<file path="config.mk">
export PLATFORM = sky130hd
export DESIGN_NAME = rc_pulse_failsafe_mux_core
export DESIGN_NICKNAME = d
export VERILOG_FILES = /design/src/design/rcpfm_pkg.sv /design/src/design/rc_pulse_failsafe_mux_core.sv /design/src/design/rcpfm_queue.sv /design/src/design/rcpfm_front.sv /design/src/design/rcpfm_back.sv
export SDC_FILE = /design/constraint.sdc
export NUM_CORES = 1
export LEC_CHECK = 0
export BUFFER_PORTS_ARGS = -buffer_cell sky130_fd_sc_hd__buf_4
export CORE_MARGIN = 4
export CORE_UTILIZATION = 37
export CTS_CLUSTER_SIZE = 24
export DETAILED_ROUTE_END_ITERATION = 8
export HOLD_SLACK_MARGIN = 0.15
export REMOVE_ABC_BUFFERS = 1
export SETUP_SLACK_MARGIN = 0.15
export SLEW_MARGIN = 30
export SYNTH_ARGS = -nofsm -noshare
export SYNTH_HDL_FRONTEND = slang
export SYNTH_SLANG_ARGS = --single-unit
</file>
<file path="constraint.sdc">
create_clock -name clk -period 5.9 [get_ports clk]
set_input_delay 0.295 -clock clk [delete_from_list [all_inputs] [get_ports clk]]
set_output_delay 0.295 -clock clk [all_outputs]
set_load 0.005 [all_outputs]
</file>
<file path="src/design/rcpfm_pkg.sv">
// Package with shared types, codes and constants of the servo pulse selector.
`default_nettype none

package rcpfm_pkg;

  localparam int W_WIDTH = 16;
  localparam int W_CMD   = 12;
  localparam int W_AGE   = 10;
  localparam int W_HOLD  = 9;
  localparam int N_CH    = 4;
  localparam int W_CH    = 2;

  localparam int W_S_TDATA = 40;
  localparam int W_M_TDATA = 64;
  localparam int W_CFG_IDX = 3;
  localparam int W_CFG_DAT = 16;

  localparam logic [W_AGE-1:0] AGE_CAP   = 10'd1000;
  localparam logic [W_AGE-1:0] AGE_RESET = 10'd100;
  localparam logic [W_CMD-1:0] HOST_WIDTH_RESET = 12'd1500;

  localparam logic [W_AGE-1:0]   STALE_LIMIT_RESET   = 10'd100;
  localparam logic [W_WIDTH-1:0] CENTER_LOW_RESET    = 16'd1400;
  localparam logic [W_WIDTH-1:0] CENTER_HIGH_RESET   = 16'd1600;
  localparam logic [W_HOLD-1:0]  OVERRIDE_HOLD_RESET = 9'd500;
  localparam logic [W_WIDTH-1:0] NEUTRAL_WIDTH_RESET = 16'd1500;
  localparam logic [W_CMD-1:0]   CMD_MIN_RESET       = 12'd900;
  localparam logic [W_CMD-1:0]   CMD_MAX_RESET       = 12'd2100;

  localparam logic [W_CFG_IDX-1:0] REG_STALE_LIMIT   = 3'd0;
  localparam logic [W_CFG_IDX-1:0] REG_CENTER_LOW    = 3'd1;
  localparam logic [W_CFG_IDX-1:0] REG_CENTER_HIGH   = 3'd2;
  localparam logic [W_CFG_IDX-1:0] REG_OVERRIDE_HOLD = 3'd3;
  localparam logic [W_CFG_IDX-1:0] REG_NEUTRAL_WIDTH = 3'd4;
  localparam logic [W_CFG_IDX-1:0] REG_CMD_MIN       = 3'd5;
  localparam logic [W_CFG_IDX-1:0] REG_CMD_MAX       = 3'd6;

  localparam logic [3:0] CMD_CH_FIRST = 4'd1;
  localparam logic [3:0] CMD_CH_LAST  = 4'd4;

  localparam int Q_DEPTH = 4;
  localparam int Q_AW    = 2;

  typedef enum logic [1:0] {
    FUNC_CAPTURE = 2'd0,
    FUNC_COMMAND = 2'd1,
    FUNC_TICK    = 2'd2
  } func_t;

  typedef enum logic [1:0] {
    SRC_HOST     = 2'd0,
    SRC_RECEIVER = 2'd1,
    SRC_NEUTRAL  = 2'd2
  } src_t;

  typedef enum logic [1:0] {
    OP_CAPTURE,
    OP_COMMAND,
    OP_TICK
  } op_t;

  typedef struct packed {
    logic [W_AGE-1:0]   stale_limit;
    logic [W_WIDTH-1:0] center_low;
    logic [W_WIDTH-1:0] center_high;
    logic [W_HOLD-1:0]  override_hold;
    logic [W_WIDTH-1:0] neutral_width;
    logic [W_CMD-1:0]   cmd_min;
    logic [W_CMD-1:0]   cmd_max;
  } cfg_t;

  // One classified event waiting for the back end.
  typedef struct packed {
    op_t                op;
    logic [W_CH-1:0]    ch;
    logic [W_WIDTH-1:0] value;
  } q_entry_t;

  typedef struct packed {
    logic            full;
    logic            empty;
    logic [Q_AW:0]   count;
  } q_stat_t;

endpackage

`default_nettype wire

</file>
<file path="src/design/rc_pulse_failsafe_mux_core.sv">
// Top level of the four-channel servo pulse selector with failsafe.
//
//  Channel   Direction  Handshake            Payload
//  s_*       in         s_tvalid/s_tready    event: tuser kind, tdata fields
//  m_*       out        m_tvalid/m_tready    four widths in tdata, source in tuser
//  cfg_*     in         cfg_valid/cfg_ready  register index and write data
//
// The front end classifies each event without a register and the queue stores it; a new
// transaction can be accepted on every clock while the queue is not full, and a tick's
// result appears on m_* in the cycle after the back end retires it. The back end retires
// one event per cycle while the queue holds one and, for a tick, the output is free.
// A four-entry queue decouples the two ends: while a result waits on m_tready,
// captures and commands ahead of the next tick keep retiring, and the queue absorbs up
// to four events before s_tready falls. rst is synchronous and resets the config, the
// queue pointers and channel state, not data registers; no clearing pass is needed.
`default_nettype none

module rc_pulse_failsafe_mux_core (
  input  wire                                 clk,
  input  wire                                 rst,
  // Event stream.
  input  wire                                 s_tvalid,
  output logic                                s_tready,
  // tdata, lowest bit up: channel[1:0], capture_count[17:2], cmd_channel[21:18],
  // cmd_width[33:22], zero pad[39:34].
  input  wire  [rcpfm_pkg::W_S_TDATA-1:0]     s_tdata,
  // tuser: func[1:0].
  input  wire  [1:0]                          s_tuser,
  // Result stream.
  output logic                                m_tvalid,
  input  wire                                 m_tready,
  // tdata, lowest bit up: out_width0[15:0], out_width1[31:16], out_width2[47:32],
  // out_width3[63:48].
  output logic [rcpfm_pkg::W_M_TDATA-1:0]     m_tdata,
  // tuser: source[1:0].
  output logic [1:0]                          m_tuser,
  // Configuration writes.
  input  wire                                 cfg_valid,
  output logic                                cfg_ready,
  input  wire  [rcpfm_pkg::W_CFG_IDX-1:0]     cfg_index,
  input  wire  [rcpfm_pkg::W_CFG_DAT-1:0]     cfg_data
);
  import rcpfm_pkg::*;

  cfg_t     cfg;
  q_stat_t  q_stat;
  q_entry_t push_entry;
  q_entry_t head;
  logic     push;
  logic     pop;

  // The register file takes a write transaction in any cycle. Values are cut to
  // the width of each register, and indexes past the last register are ignored.
  assign cfg_ready = 1'b1;

  always_ff @(posedge clk) begin
    if (rst) begin
      cfg.stale_limit   <= STALE_LIMIT_RESET;
      cfg.center_low    <= CENTER_LOW_RESET;
      cfg.center_high   <= CENTER_HIGH_RESET;
      cfg.override_hold <= OVERRIDE_HOLD_RESET;
      cfg.neutral_width <= NEUTRAL_WIDTH_RESET;
      cfg.cmd_min       <= CMD_MIN_RESET;
      cfg.cmd_max       <= CMD_MAX_RESET;
    end else if (cfg_valid && cfg_ready) begin
      unique case (cfg_index)
        REG_STALE_LIMIT:   cfg.stale_limit   <= cfg_data[W_AGE-1:0];
        REG_CENTER_LOW:    cfg.center_low    <= cfg_data;
        REG_CENTER_HIGH:   cfg.center_high   <= cfg_data;
        REG_OVERRIDE_HOLD: cfg.override_hold <= cfg_data[W_HOLD-1:0];
        REG_NEUTRAL_WIDTH: cfg.neutral_width <= cfg_data;
        REG_CMD_MIN:       cfg.cmd_min       <= cfg_data[W_CMD-1:0];
        REG_CMD_MAX:       cfg.cmd_max       <= cfg_data[W_CMD-1:0];
        default: ;
      endcase
    end
  end

  // The front end classifies each event; commands that fail the checks and the
  // unused event kind never enter the queue.
  rcpfm_front u_front (
    .s_tvalid   (s_tvalid),
    .s_tready   (s_tready),
    .s_tdata    (s_tdata),
    .s_tuser    (s_tuser),
    .cfg        (cfg),
    .q_stat     (q_stat),
    .push       (push),
    .push_entry (push_entry)
  );

  rcpfm_queue u_queue (
    .clk        (clk),
    .rst        (rst),
    .push       (push),
    .push_entry (push_entry),
    .pop        (pop),
    .head       (head),
    .stat       (q_stat)
  );

  // The back end holds the channel state. A tick retires only when the output
  // register is free, so results leave in event order.
  rcpfm_back u_back (
    .clk      (clk),
    .rst      (rst),
    .cfg      (cfg),
    .head     (head),
    .q_stat   (q_stat),
    .pop      (pop),
    .m_tvalid (m_tvalid),
    .m_tready (m_tready),
    .m_tdata  (m_tdata),
    .m_tuser  (m_tuser)
  );

  // The queue never holds more than its depth, and never pops when empty.
  a_queue_bounds: assert property (@(posedge clk) disable iff (rst)
    (q_stat.count <= (Q_AW+1)'(Q_DEPTH)) && !(pop && q_stat.empty))
    else $error("queue occupancy out of range");

  // A tick must not retire while an unaccepted result still sits on the output.
  a_no_overwrite: assert property (@(posedge clk) disable iff (rst)
    (m_tvalid && !m_tready) |-> !(pop && (head.op == OP_TICK)))
    else $error("tick retired over a pending result");

  // Neutral results carry the same width on all four outputs.
  a_neutral_equal: assert property (@(posedge clk) disable iff (rst)
    (m_tvalid && (m_tuser == SRC_NEUTRAL)) |->
      ((m_tdata[15:0] == m_tdata[31:16]) && (m_tdata[15:0] == m_tdata[47:32]) &&
       (m_tdata[15:0] == m_tdata[63:48])))
    else $error("neutral result with unequal widths");

  // No result is pending in the first cycle after reset is released.
  a_reset_idle: assert property (@(posedge clk)
    (!rst && $past(rst)) |-> !m_tvalid)
    else $error("result valid after reset");

endmodule

`default_nettype wire

</file>
<file path="src/design/rcpfm_queue.sv">
// Short FIFO of classified events between the front and the back end.
`default_nettype none

module rcpfm_queue (
  input  wire                      clk,
  input  wire                      rst,
  input  wire                      push,
  input  wire rcpfm_pkg::q_entry_t push_entry,
  input  wire                      pop,
  output rcpfm_pkg::q_entry_t      head,
  output rcpfm_pkg::q_stat_t       stat
);
  import rcpfm_pkg::*;

  q_entry_t        slots [Q_DEPTH];
  logic [Q_AW-1:0] wr_ptr;
  logic [Q_AW-1:0] rd_ptr;
  logic [Q_AW:0]   count;

  always_ff @(posedge clk) begin
    if (rst) begin
      wr_ptr <= '0;
      rd_ptr <= '0;
      count  <= '0;
    end else begin
      if (push) wr_ptr <= wr_ptr + 1'b1;
      if (pop)  rd_ptr <= rd_ptr + 1'b1;
      if (push && !pop)      count <= count + 1'b1;
      else if (pop && !push) count <= count - 1'b1;
    end
  end

  always_ff @(posedge clk) begin
    if (push) slots[wr_ptr] <= push_entry;
  end

  assign head       = slots[rd_ptr];
  assign stat.count = count;
  assign stat.full  = (count == (Q_AW+1)'(Q_DEPTH));
  assign stat.empty = (count == '0);

endmodule

`default_nettype wire

</file>
<file path="src/design/rcpfm_front.sv">
// Front end: accepts input transactions, drops events with no effect, queues the rest.
`default_nettype none

module rcpfm_front (
  input  wire                                 s_tvalid,
  output logic                                s_tready,
  input  wire  [rcpfm_pkg::W_S_TDATA-1:0]     s_tdata,
  input  wire  [1:0]                          s_tuser,
  input  wire  rcpfm_pkg::cfg_t               cfg,
  input  wire  rcpfm_pkg::q_stat_t            q_stat,
  output logic                                push,
  output rcpfm_pkg::q_entry_t                 push_entry
);
  import rcpfm_pkg::*;

  logic [W_CH-1:0]    channel;
  logic [W_WIDTH-1:0] capture_count;
  logic [3:0]         cmd_channel;
  logic [W_CMD-1:0]   cmd_width;
  logic               keep;

  assign channel       = s_tdata[1:0];
  assign capture_count = s_tdata[17:2];
  assign cmd_channel   = s_tdata[21:18];
  assign cmd_width     = s_tdata[33:22];

  assign s_tready = !q_stat.full;

  always_comb begin
    keep             = 1'b0;
    push_entry.op    = OP_TICK;
    push_entry.ch    = channel;
    push_entry.value = capture_count;
    unique case (s_tuser)
      FUNC_CAPTURE: begin
        keep          = 1'b1;
        push_entry.op = OP_CAPTURE;
      end
      FUNC_COMMAND: begin
        // Out-of-range channel numbers and widths outside the bounds are dropped here.
        keep = (cmd_channel >= CMD_CH_FIRST) && (cmd_channel <= CMD_CH_LAST) &&
               (cmd_width >= cfg.cmd_min) && (cmd_width <= cfg.cmd_max);
        push_entry.op    = OP_COMMAND;
        push_entry.ch    = cmd_channel[1:0] - 2'd1;
        push_entry.value = {{(W_WIDTH-W_CMD){1'b0}}, cmd_width};
      end
      FUNC_TICK: begin
        keep          = 1'b1;
        push_entry.op = OP_TICK;
      end
      default: keep = 1'b0;
    endcase
  end

  assign push = s_tvalid && s_tready && keep;

endmodule

`default_nettype wire

</file>
<file path="src/design/rcpfm_back.sv">
// Back end: applies queued events to the channel state and produces tick results.
`default_nettype none

module rcpfm_back (
  input  wire                             clk,
  input  wire                             rst,
  input  wire rcpfm_pkg::cfg_t            cfg,
  input  wire rcpfm_pkg::q_entry_t        head,
  input  wire rcpfm_pkg::q_stat_t         q_stat,
  output logic                            pop,
  output logic                            m_tvalid,
  input  wire                             m_tready,
  output logic [rcpfm_pkg::W_M_TDATA-1:0] m_tdata,
  output logic [1:0]                      m_tuser
);
  import rcpfm_pkg::*;

  logic [W_WIDTH-1:0] rx_width   [N_CH];
  logic [W_WIDTH-1:0] rx_start   [N_CH];
  logic [W_AGE-1:0]   rx_age     [N_CH];
  logic [N_CH-1:0]    await_fall;
  logic [W_CMD-1:0]   host_width [N_CH];
  logic [W_AGE-1:0]   host_age;
  logic [W_HOLD-1:0]  hold_left;

  logic               out_free;
  logic               do_capture;
  logic               do_command;
  logic               do_tick;
  logic               rx_fresh;
  logic               hold_set;
  logic [W_HOLD-1:0]  hold_eff;
  logic [W_M_TDATA-1:0] tick_data;
  src_t               tick_src;

  assign out_free   = !m_tvalid || m_tready;
  assign pop        = !q_stat.empty && ((head.op != OP_TICK) || out_free);
  assign do_capture = pop && (head.op == OP_CAPTURE);
  assign do_command = pop && (head.op == OP_COMMAND);
  assign do_tick    = pop && (head.op == OP_TICK);

  // Receiver data is fresh only while every channel's age is below the stale limit.
  always_comb begin
    rx_fresh = 1'b1;
    for (int i = 0; i < N_CH; i++) begin
      if (rx_age[i] >= cfg.stale_limit) rx_fresh = 1'b0;
    end
  end

  assign hold_set = rx_fresh &&
                    ((rx_width[0] < cfg.center_low) || (rx_width[0] > cfg.center_high));
  assign hold_eff = hold_set ? cfg.override_hold : hold_left;

  always_comb begin
    if ((hold_eff == '0) && (host_age < cfg.stale_limit)) begin
      tick_src  = SRC_HOST;
      tick_data = {{(W_WIDTH-W_CMD){1'b0}}, host_width[3],
                   {(W_WIDTH-W_CMD){1'b0}}, host_width[2],
                   {(W_WIDTH-W_CMD){1'b0}}, host_width[1],
                   {(W_WIDTH-W_CMD){1'b0}}, host_width[0]};
    end else if (rx_fresh) begin
      tick_src  = SRC_RECEIVER;
      tick_data = {rx_width[3], rx_width[2], rx_width[1], rx_width[0]};
    end else begin
      tick_src  = SRC_NEUTRAL;
      tick_data = {N_CH{cfg.neutral_width}};
    end
  end

  always_ff @(posedge clk) begin
    if (rst) begin
      await_fall <= '0;
      host_age   <= AGE_RESET;
      hold_left  <= '0;
      for (int i = 0; i < N_CH; i++) begin
        rx_width[i]   <= '0;
        rx_start[i]   <= '0;
        rx_age[i]     <= AGE_RESET;
        host_width[i] <= HOST_WIDTH_RESET;
      end
    end else begin
      if (do_capture) begin
        if (await_fall[head.ch]) begin
          rx_width[head.ch]   <= head.value - rx_start[head.ch];
          rx_age[head.ch]     <= '0;
          await_fall[head.ch] <= 1'b0;
        end else begin
          rx_start[head.ch]   <= head.value;
          await_fall[head.ch] <= 1'b1;
        end
      end
      if (do_command) begin
        host_width[head.ch] <= head.value[W_CMD-1:0];
        host_age            <= '0;
      end
      if (do_tick) begin
        for (int i = 0; i < N_CH; i++) begin
          if (rx_age[i] < AGE_CAP) rx_age[i] <= rx_age[i] + 1'b1;
        end
        if (host_age < AGE_CAP) host_age <= host_age + 1'b1;
        hold_left <= (hold_eff != '0) ? hold_eff - 1'b1 : '0;
      end
    end
  end

  always_ff @(posedge clk) begin
    if (rst) begin
      m_tvalid <= 1'b0;
    end else if (do_tick) begin
      m_tvalid <= 1'b1;
    end else if (m_tready) begin
      m_tvalid <= 1'b0;
    end
  end

  always_ff @(posedge clk) begin
    if (do_tick) begin
      m_tdata <= tick_data;
      m_tuser <= tick_src;
    end
  end

endmodule

`default_nettype wire
</file>
# [Word level (Yosys, flattened, before mapping)]
# Memories as Yosys holds them, arrays and structs flattened. A register that Yosys moved wholly into a read port is not among the register bits.
# Cells that the tools add are included.
[word_totals] ff_bits=188 ramBits=296 n_memories=5 wordCells=186 out_inout_bits=69
[memory_table] memory="u_queue.slots" words=4 width=20 rd=1 rd_clocked_by_memory_dff=1 write_ports=1 line="rcpfm_queue.sv:15" rtl="q_entry_t slots [Q_DEPTH];"
[memory_table] memory="u_back.rx_start" words=4 width=16 rd=1 rd_clocked_by_memory_dff=0 write_ports=4 line="rcpfm_back.sv:19" rtl="logic [W_WIDTH-1:0] rx_start [N_CH];"
[memory_table] memory="u_back.rx_width" words=4 width=16 rd=4 rd_clocked_by_memory_dff=0 write_ports=4 line="rcpfm_back.sv:18" rtl="logic [W_WIDTH-1:0] rx_width [N_CH];"
[memory_table] memory="u_back.host_width" words=4 width=12 rd=4 rd_clocked_by_memory_dff=0 write_ports=4 line="rcpfm_back.sv:22" rtl="logic [W_CMD-1:0] host_width [N_CH];"
[memory_table] memory="u_back.rx_age" words=4 width=10 rd=4 rd_clocked_by_memory_dff=0 write_ports=4 line="rcpfm_back.sv:20" rtl="logic [W_AGE-1:0] rx_age [N_CH];"
[op_classes] magnitude_cmp=18 n_reduce_logical=42 eq_ne=12 n_addsub=12 muxes=73 n_bitwise=7
[ops] operator="2-to-1 mux 10 bit" n=8
[ops] operator="2-to-1 mux 64 bit" n=1
[ops] operator="2-to-1 mux 60 bit" n=1
[ops] operator="adder 10 x 1 -> 10 bit (second input constant)" n=5
[ops] operator="less-than comparator 10 bit (second input constant)" n=5
[ops] operator="2-to-1 mux 1 bit" n=43
[ops] operator=">= comparator 10 bit" n=4
[ops] operator="2-to-1 mux 16 bit" n=2
[ops] operator="OR reduction 16 bit" n=2
[ops] operator="2-to-1 mux 18 bit" n=1
[ops] operator="2-to-1 mux 9 bit" n=2
[ops] operator="greater-than comparator 16 bit" n=1
[ops] operator="less-than comparator 16 bit" n=1
[ops] operator="subtractor 16 bit" n=1
[ops] operator="logical AND 1 bit" n=14
[ops] operator="2-to-1 mux 2 bit" n=7
[ops] operator="AND reduction 2 bit" n=7
[ops] operator="equality test 3 bit (second input constant)" n=4
[ops] operator=">= comparator 12 bit" n=1
[ops] operator="less-or-equal comparator 12 bit" n=1
[ops] operator="2-to-1 mux 12 bit" n=1
[ops] operator="OR reduction 12 bit" n=1
[ops] operator="less-than comparator 10 bit" n=1
[ops] operator="OR reduction 10 bit" n=1
[ops] operator="32 further kinds" n=49

# [Logic depth before layout (Yosys ltp)]
# An unclocked memory read counts as a cell.
[logic_depth] word_depth=11 mapped_depth=21 depth_no_buf=17

# [Hierarchy]
# Synthesis repeated with hierarchy kept, for this count alone.
[unflattened] cells_unflattened=1976 area_unflattened_um2=23327.4
[modules_own_cells] mod="rcpfm_back" cells_per_inst=1351 area_each_um2=15538.7 instances=1
[modules_own_cells] mod="rc_pulse_failsafe_mux_core" cells_per_inst=335 area_each_um2=3583.4 instances=1
[modules_own_cells] mod="rcpfm_queue" cells_per_inst=148 area_each_um2=3314.4 instances=1
[modules_own_cells] mod="rcpfm_front" cells_per_inst=142 area_each_um2=890.9 instances=1

# [Worst setup path after synthesis]
# Ideal clock, no wire load.
[synth_timing] kind="register to register" start="register, netlist name cfg[90]" end="register u_back.m_tdata[35] (netlist name) (data pin)" slack_ns=0.884 arrival_time_ns=4.755 period_less_slack_ns=5.016 setup_ns=0.260 path_stages_with_launch=22 path_buffers=4 cell_sequence="dfxtp_1 inv_1 ha_1 a22o_1 a221oi_1 o311ai_1 nor3_1 and4_1 clkbuf_1 buf_2 nand2_1 mux2i_1 ha_1 nor2b_1 nand3b_1 or3_1 or3_1 nor4b_4 nor2_2 buf_6 buf_6 mux2_4"
[synth_via] elab_chain_len=10 word_cells_on_any_way=15 cone_classes="5 x order compare; 7 x mux; 3 x reduce/logical"
[synth_lines] item=">= comparator 10 bit" line="rcpfm_back.sv:46" rtl="if (rx_age[i] >= cfg.stale_limit) rx_fresh = 1'b0;"
[synth_lines] item="2-to-1 mux 1 bit (4 in a row)" line="rcpfm_back.sv:46"
[synth_lines] item="logical AND 1 bit" line="rcpfm_back.sv:50" rtl="assign hold_set = rx_fresh &&"
[synth_lines] item="2-to-1 mux 9 bit" line="rcpfm_back.sv:52" rtl="assign hold_eff = hold_set ? cfg.override_hold : hold_left;"
[synth_lines] item="zero test 9 bit" line="rcpfm_back.sv:55" rtl="if ((hold_eff == '0) && (host_age < cfg.stale_limit)) begin"
[synth_lines] item="logical AND 1 bit" line="rcpfm_back.sv:55"
[synth_lines] item="2-to-1 mux 60 bit (*)" line="rcpfm_back.sv:55"
[synth_lines] item="via u_back.tick_data[35]" line="rcpfm_back.sv:33" rtl="logic [W_M_TDATA-1:0] tick_data;"
[synth_lines] item="end signal, assigned" line="rcpfm_back.sv:118" rtl="m_tdata <= tick_data;"
[synth_lines] item="end, declared" line="rcpfm_back.sv:13" rtl="output logic [rcpfm_pkg::W_M_TDATA-1:0] m_tdata,"
# The timed path passes the listed nets; every way through them passes the cells marked *.
# A chain may end at the register's enable or synchronous reset.

# [Final worst setup path]
[layout_timing] start="register, netlist name cfg[85]" end="register u_back.m_tdata[41] (netlist name) (data pin)"
[layout_via] elab_chain_len=10 word_cells_on_any_way=15 cone_classes="5 x order compare; 7 x mux; 3 x reduce/logical"
[layout_lines] item=">= comparator 10 bit" line="rcpfm_back.sv:46"
[layout_lines] item="2-to-1 mux 1 bit (4 in a row)" line="rcpfm_back.sv:46"
[layout_lines] item="logical AND 1 bit" line="rcpfm_back.sv:50"
[layout_lines] item="2-to-1 mux 9 bit" line="rcpfm_back.sv:52"
[layout_lines] item="zero test 9 bit" line="rcpfm_back.sv:55"
[layout_lines] item="logical AND 1 bit" line="rcpfm_back.sv:55"
[layout_lines] item="2-to-1 mux 60 bit (*)" line="rcpfm_back.sv:55"
[layout_lines] item="via u_back.tick_data[41]" line="rcpfm_back.sv:33"
# Marked as above.

==> impl_results.md <==
- Crit path max-delay family: simple AND/OR/NAND/NOR gates
- GR Overflow Total: 0
- Placer Congestion: 0.917
- Setup_tns: 0 ns
- Area grow syn2layout: 17.8%
- Vert. Die Dim: 258 µm
- Post-synth cell types: 66
- Residual DRC: 0
- CTS buffer count: 52
- Wirelength per Cell: 20.0 µm
- Vias per cell: 5.20
- Setup crit start: cfg[85]
- Post-Route WL: 62400 µm
- GRT Util Overall: 18.3%
- Vias in the first global route: 15951
- Final period util: 91.7%
- Rows: 91
- Initial DRT Pass Iterations: 5
- Ports: 135
- Slew Limit Fails: 0
- Post-synth ARST share: 0%
- Synth Flop Type: edfxtp_1
- Hold bufs inserted after CTS: 48
- Total Power: 11200 µW
- Die W: 258 µm
- Gate Count Post-Synth: 2056
- Postcts setup bufs: 0
- Clock-pin transition on the worst setup and hold timing paths: 0.06 ns
- Final core utilization: 44.1%
- Critical path class: register to register
- Period minus WS final: 5.41 ns
- Fin cells: 3114
- Worst skew pair latency: 0.60 ns
- CTS tree: yes
- Share of cells above drive strength 1: 17.5%
- Maxcap violations: 0
- Largest net degree at the start of global routing: 75
- CP Capture Type: register
- Clk sinks: 486
- Req. time, crit path: 6.24 ns
- Seq cells post-synth: 486
- CP Max Fanout: 48
- Hold crit path type: input pin to register
- Vias: 16182
- First-pass GRT wire length: 94500 µm
- P_leak: 0.0103 µW
- Reg2reg end: u_back.m_tdata[41]
- Achievable frequency: 185 MHz
- Post-cts sizing count: 0
- Most frequent cells in the layout: edfxtp_1 (322), nand2_1 (311), nor2_1 (194), dfxtp_1 (164), buf_4 (157)
- Core area: 61700 µm²
- Detailed Route Iter0 Violations: 1247
- Hpwl dp: 42600 µm
- Initial antenna violation count: 0
- R2r startpoint: cfg[85]
- Critical Path AT: 5.75 ns
- Initial Util: 37.4%
- Placed cell area: 25000 µm²
- Setup slack, reg-to-reg: 0.49 ns
- Seq/Total Area, Yosys: 56.1%
- Final Hold Vio Count: 0
- Worst path max stage delay: 0.46 ns
- Finish-stage setup viols: 0
- Port Buffers: 127
- Clock Skew: 0.0211 ns
- H-Tree Depth: 2
- Synthesized area per cell: 11.2 µm²
- Synthesized cell area: 23100 µm²
- Max stage delay cell, worst path: nor4_1
- Synth Warn #: 0
- Peak VDD IR: 0.408 mV
- Cell Chain, Critical Path: inv_1 > ha_1 > a21o_1 > a21oi_1 > nor2_1 > nor4_1 > and4_2 > nand2_1 > mux2i_1 > ha_1 > nor2b_1 > nand3b_1 > or3_1 > or3_1 > nor4b_4 > nor2_4 > buf_4 > mux2_4
- Nets: 2435
- Max_slew headroom: 33.5%
- Worst-margin pin slew: 0.998 ns
- R2r worst-path depth: 18
- Setup crit end: u_back.m_tdata[41]
- Status: completed
- Worst Path Buf+Inv: 2
- Placed Cells: 2969
- Startpoint types: register
- Final ANT Viol Nets: 0
- # diodes: 0
- CTS root buf: clkbuf_16
- RSZ-0062 raised after global routing: no
- Most common cell after layout, fill and taps aside: edfxtp_1
- Power per Cell Area: 412 nW/µm²
- Post-synth EDFFs: 322
- Design Area, Final: 27200 µm²
- CP Depth: 18
- Clk buf depth: 3
- Die area: 66500 µm²
-- worst min-delay path by stage --
stage                           start              endpoint  slack (ns)  cells after the start
after floorplan                   rst              register        0.36                      1
after global placement        cfg[38]               cfg[38]        0.44                      2
after detailed placement      cfg[39]               cfg[39]        0.44                      2
after CTS                 s_tdata[32]  u_queue.slots[0][10]        0.16                      3
after global routing       s_tuser[0]     u_queue.wr_ptr[1]        0.16                      3
final                      s_tuser[0]     u_queue.wr_ptr[1]        0.15                      3
-- logic make-up after synthesis --
group,count (synthesis),synth area share (%)
flip-flops,486,56.1
XOR/XNOR,57,2.16
other,1,0.0162
AND/OR/NAND/NOR,741,14.3
multiplexers,145,9.05
buffers and inverters,209,3.58
adder cells (fa/ha/maj),135,7.38
AO/OA/AOI/OAI,282,7.41
-- cells in the mapped netlist, types with 16 or more instances --
library cell / number / area [µm²]
inv_1: 127 / 477
a21oi_1: 139 / 696
nand3_1: 51 / 255
nor2_1: 196 / 736
nand4_1: 24 / 150
xnor2_1: 25 / 219
nor3_1: 38 / 190
xor2_1: 32 / 280
buf_1: 16 / 60.1
mux2_4: 20 / 300
o211ai_1: 27 / 203
mux4_2: 35 / 788
mux2_2: 80 / 901
and3_1: 29 / 181
nand2b_1: 22 / 138
and2_1: 21 / 131
o21ai_0: 39 / 195
edfxtp_1: 322 / 9670
dfxtp_1: 164 / 3280
nand2_1: 311 / 1170
ha_1: 133 / 1660
clkbuf_1: 53 / 199
-- per-layer routing --
metal / wire (µm) / track usage (%) / up-vias
met5: 0 / 0 / -
met4: 1700 / 5.65 / 0
met3: 3200 / 2.43 / 92
met2: 30000 / 30.9 / 470
met1: 27500 / 24.8 / 7952
li1: - / - / 7668
-- worst register-to-register path, delay by kind of cell, from the launching register on --
| family | cells | cell delay, ns |
|---|---|---|
| simple gates | 10 | 2.70 |
| mux | 2 | 0.71 |
| buf+inv | 2 | 0.57 |
| fa+ha+maj | 2 | 0.54 |
| compound gates | 2 | 0.33 |
| flops | 1 | 0.31 |
-- flip-flops by register name, indices dropped and copies added, names as in the netlist, named ones only --
name	cells
cfg	91
u_back.hold_left	9
u_back.m_tuser	2
u_back.m_tvalid	1
u_back.rx_width	64
u_back.rx_start	64
u_back.host_width	48
u_queue.slots	80
u_back.rx_age	40
u_queue.rd_ptr	2
u_queue.count	3
u_back.m_tdata	64
u_back.host_age	10
u_queue.wr_ptr	2
-- power by group --
part / internal, µW / total, µW / switching [µW]
sequential: 4050 / 4230 / 178
combinational: 1430 / 3730 / 2300
clock: 1870 / 3230 / 1370
total: 7350 / 11200 / 3840
-- final cells by class --
class	count	area, µm²
clock buffers	70	1450
clock inverters	27	243
fillers	5759	34500
inverters	128	482
multi-input cells	1361	9360
flip-flops and latches	486	13000
well taps	837	1050
repair buffers	205	1660
-- stage by stage --
step / hold WS (ns) / worst slack, ns
2_1_floorplan: 0.364 / -1.38
3_3_place_gp: 0.440 / 0.683
3_5_place_dp: 0.444 / 0.537
4_1_cts: 0.160 / 0.529
5_1_grt: 0.155 / 0.220
6_report: 0.147 / 0.490
(Power assumes the default switching activity.)
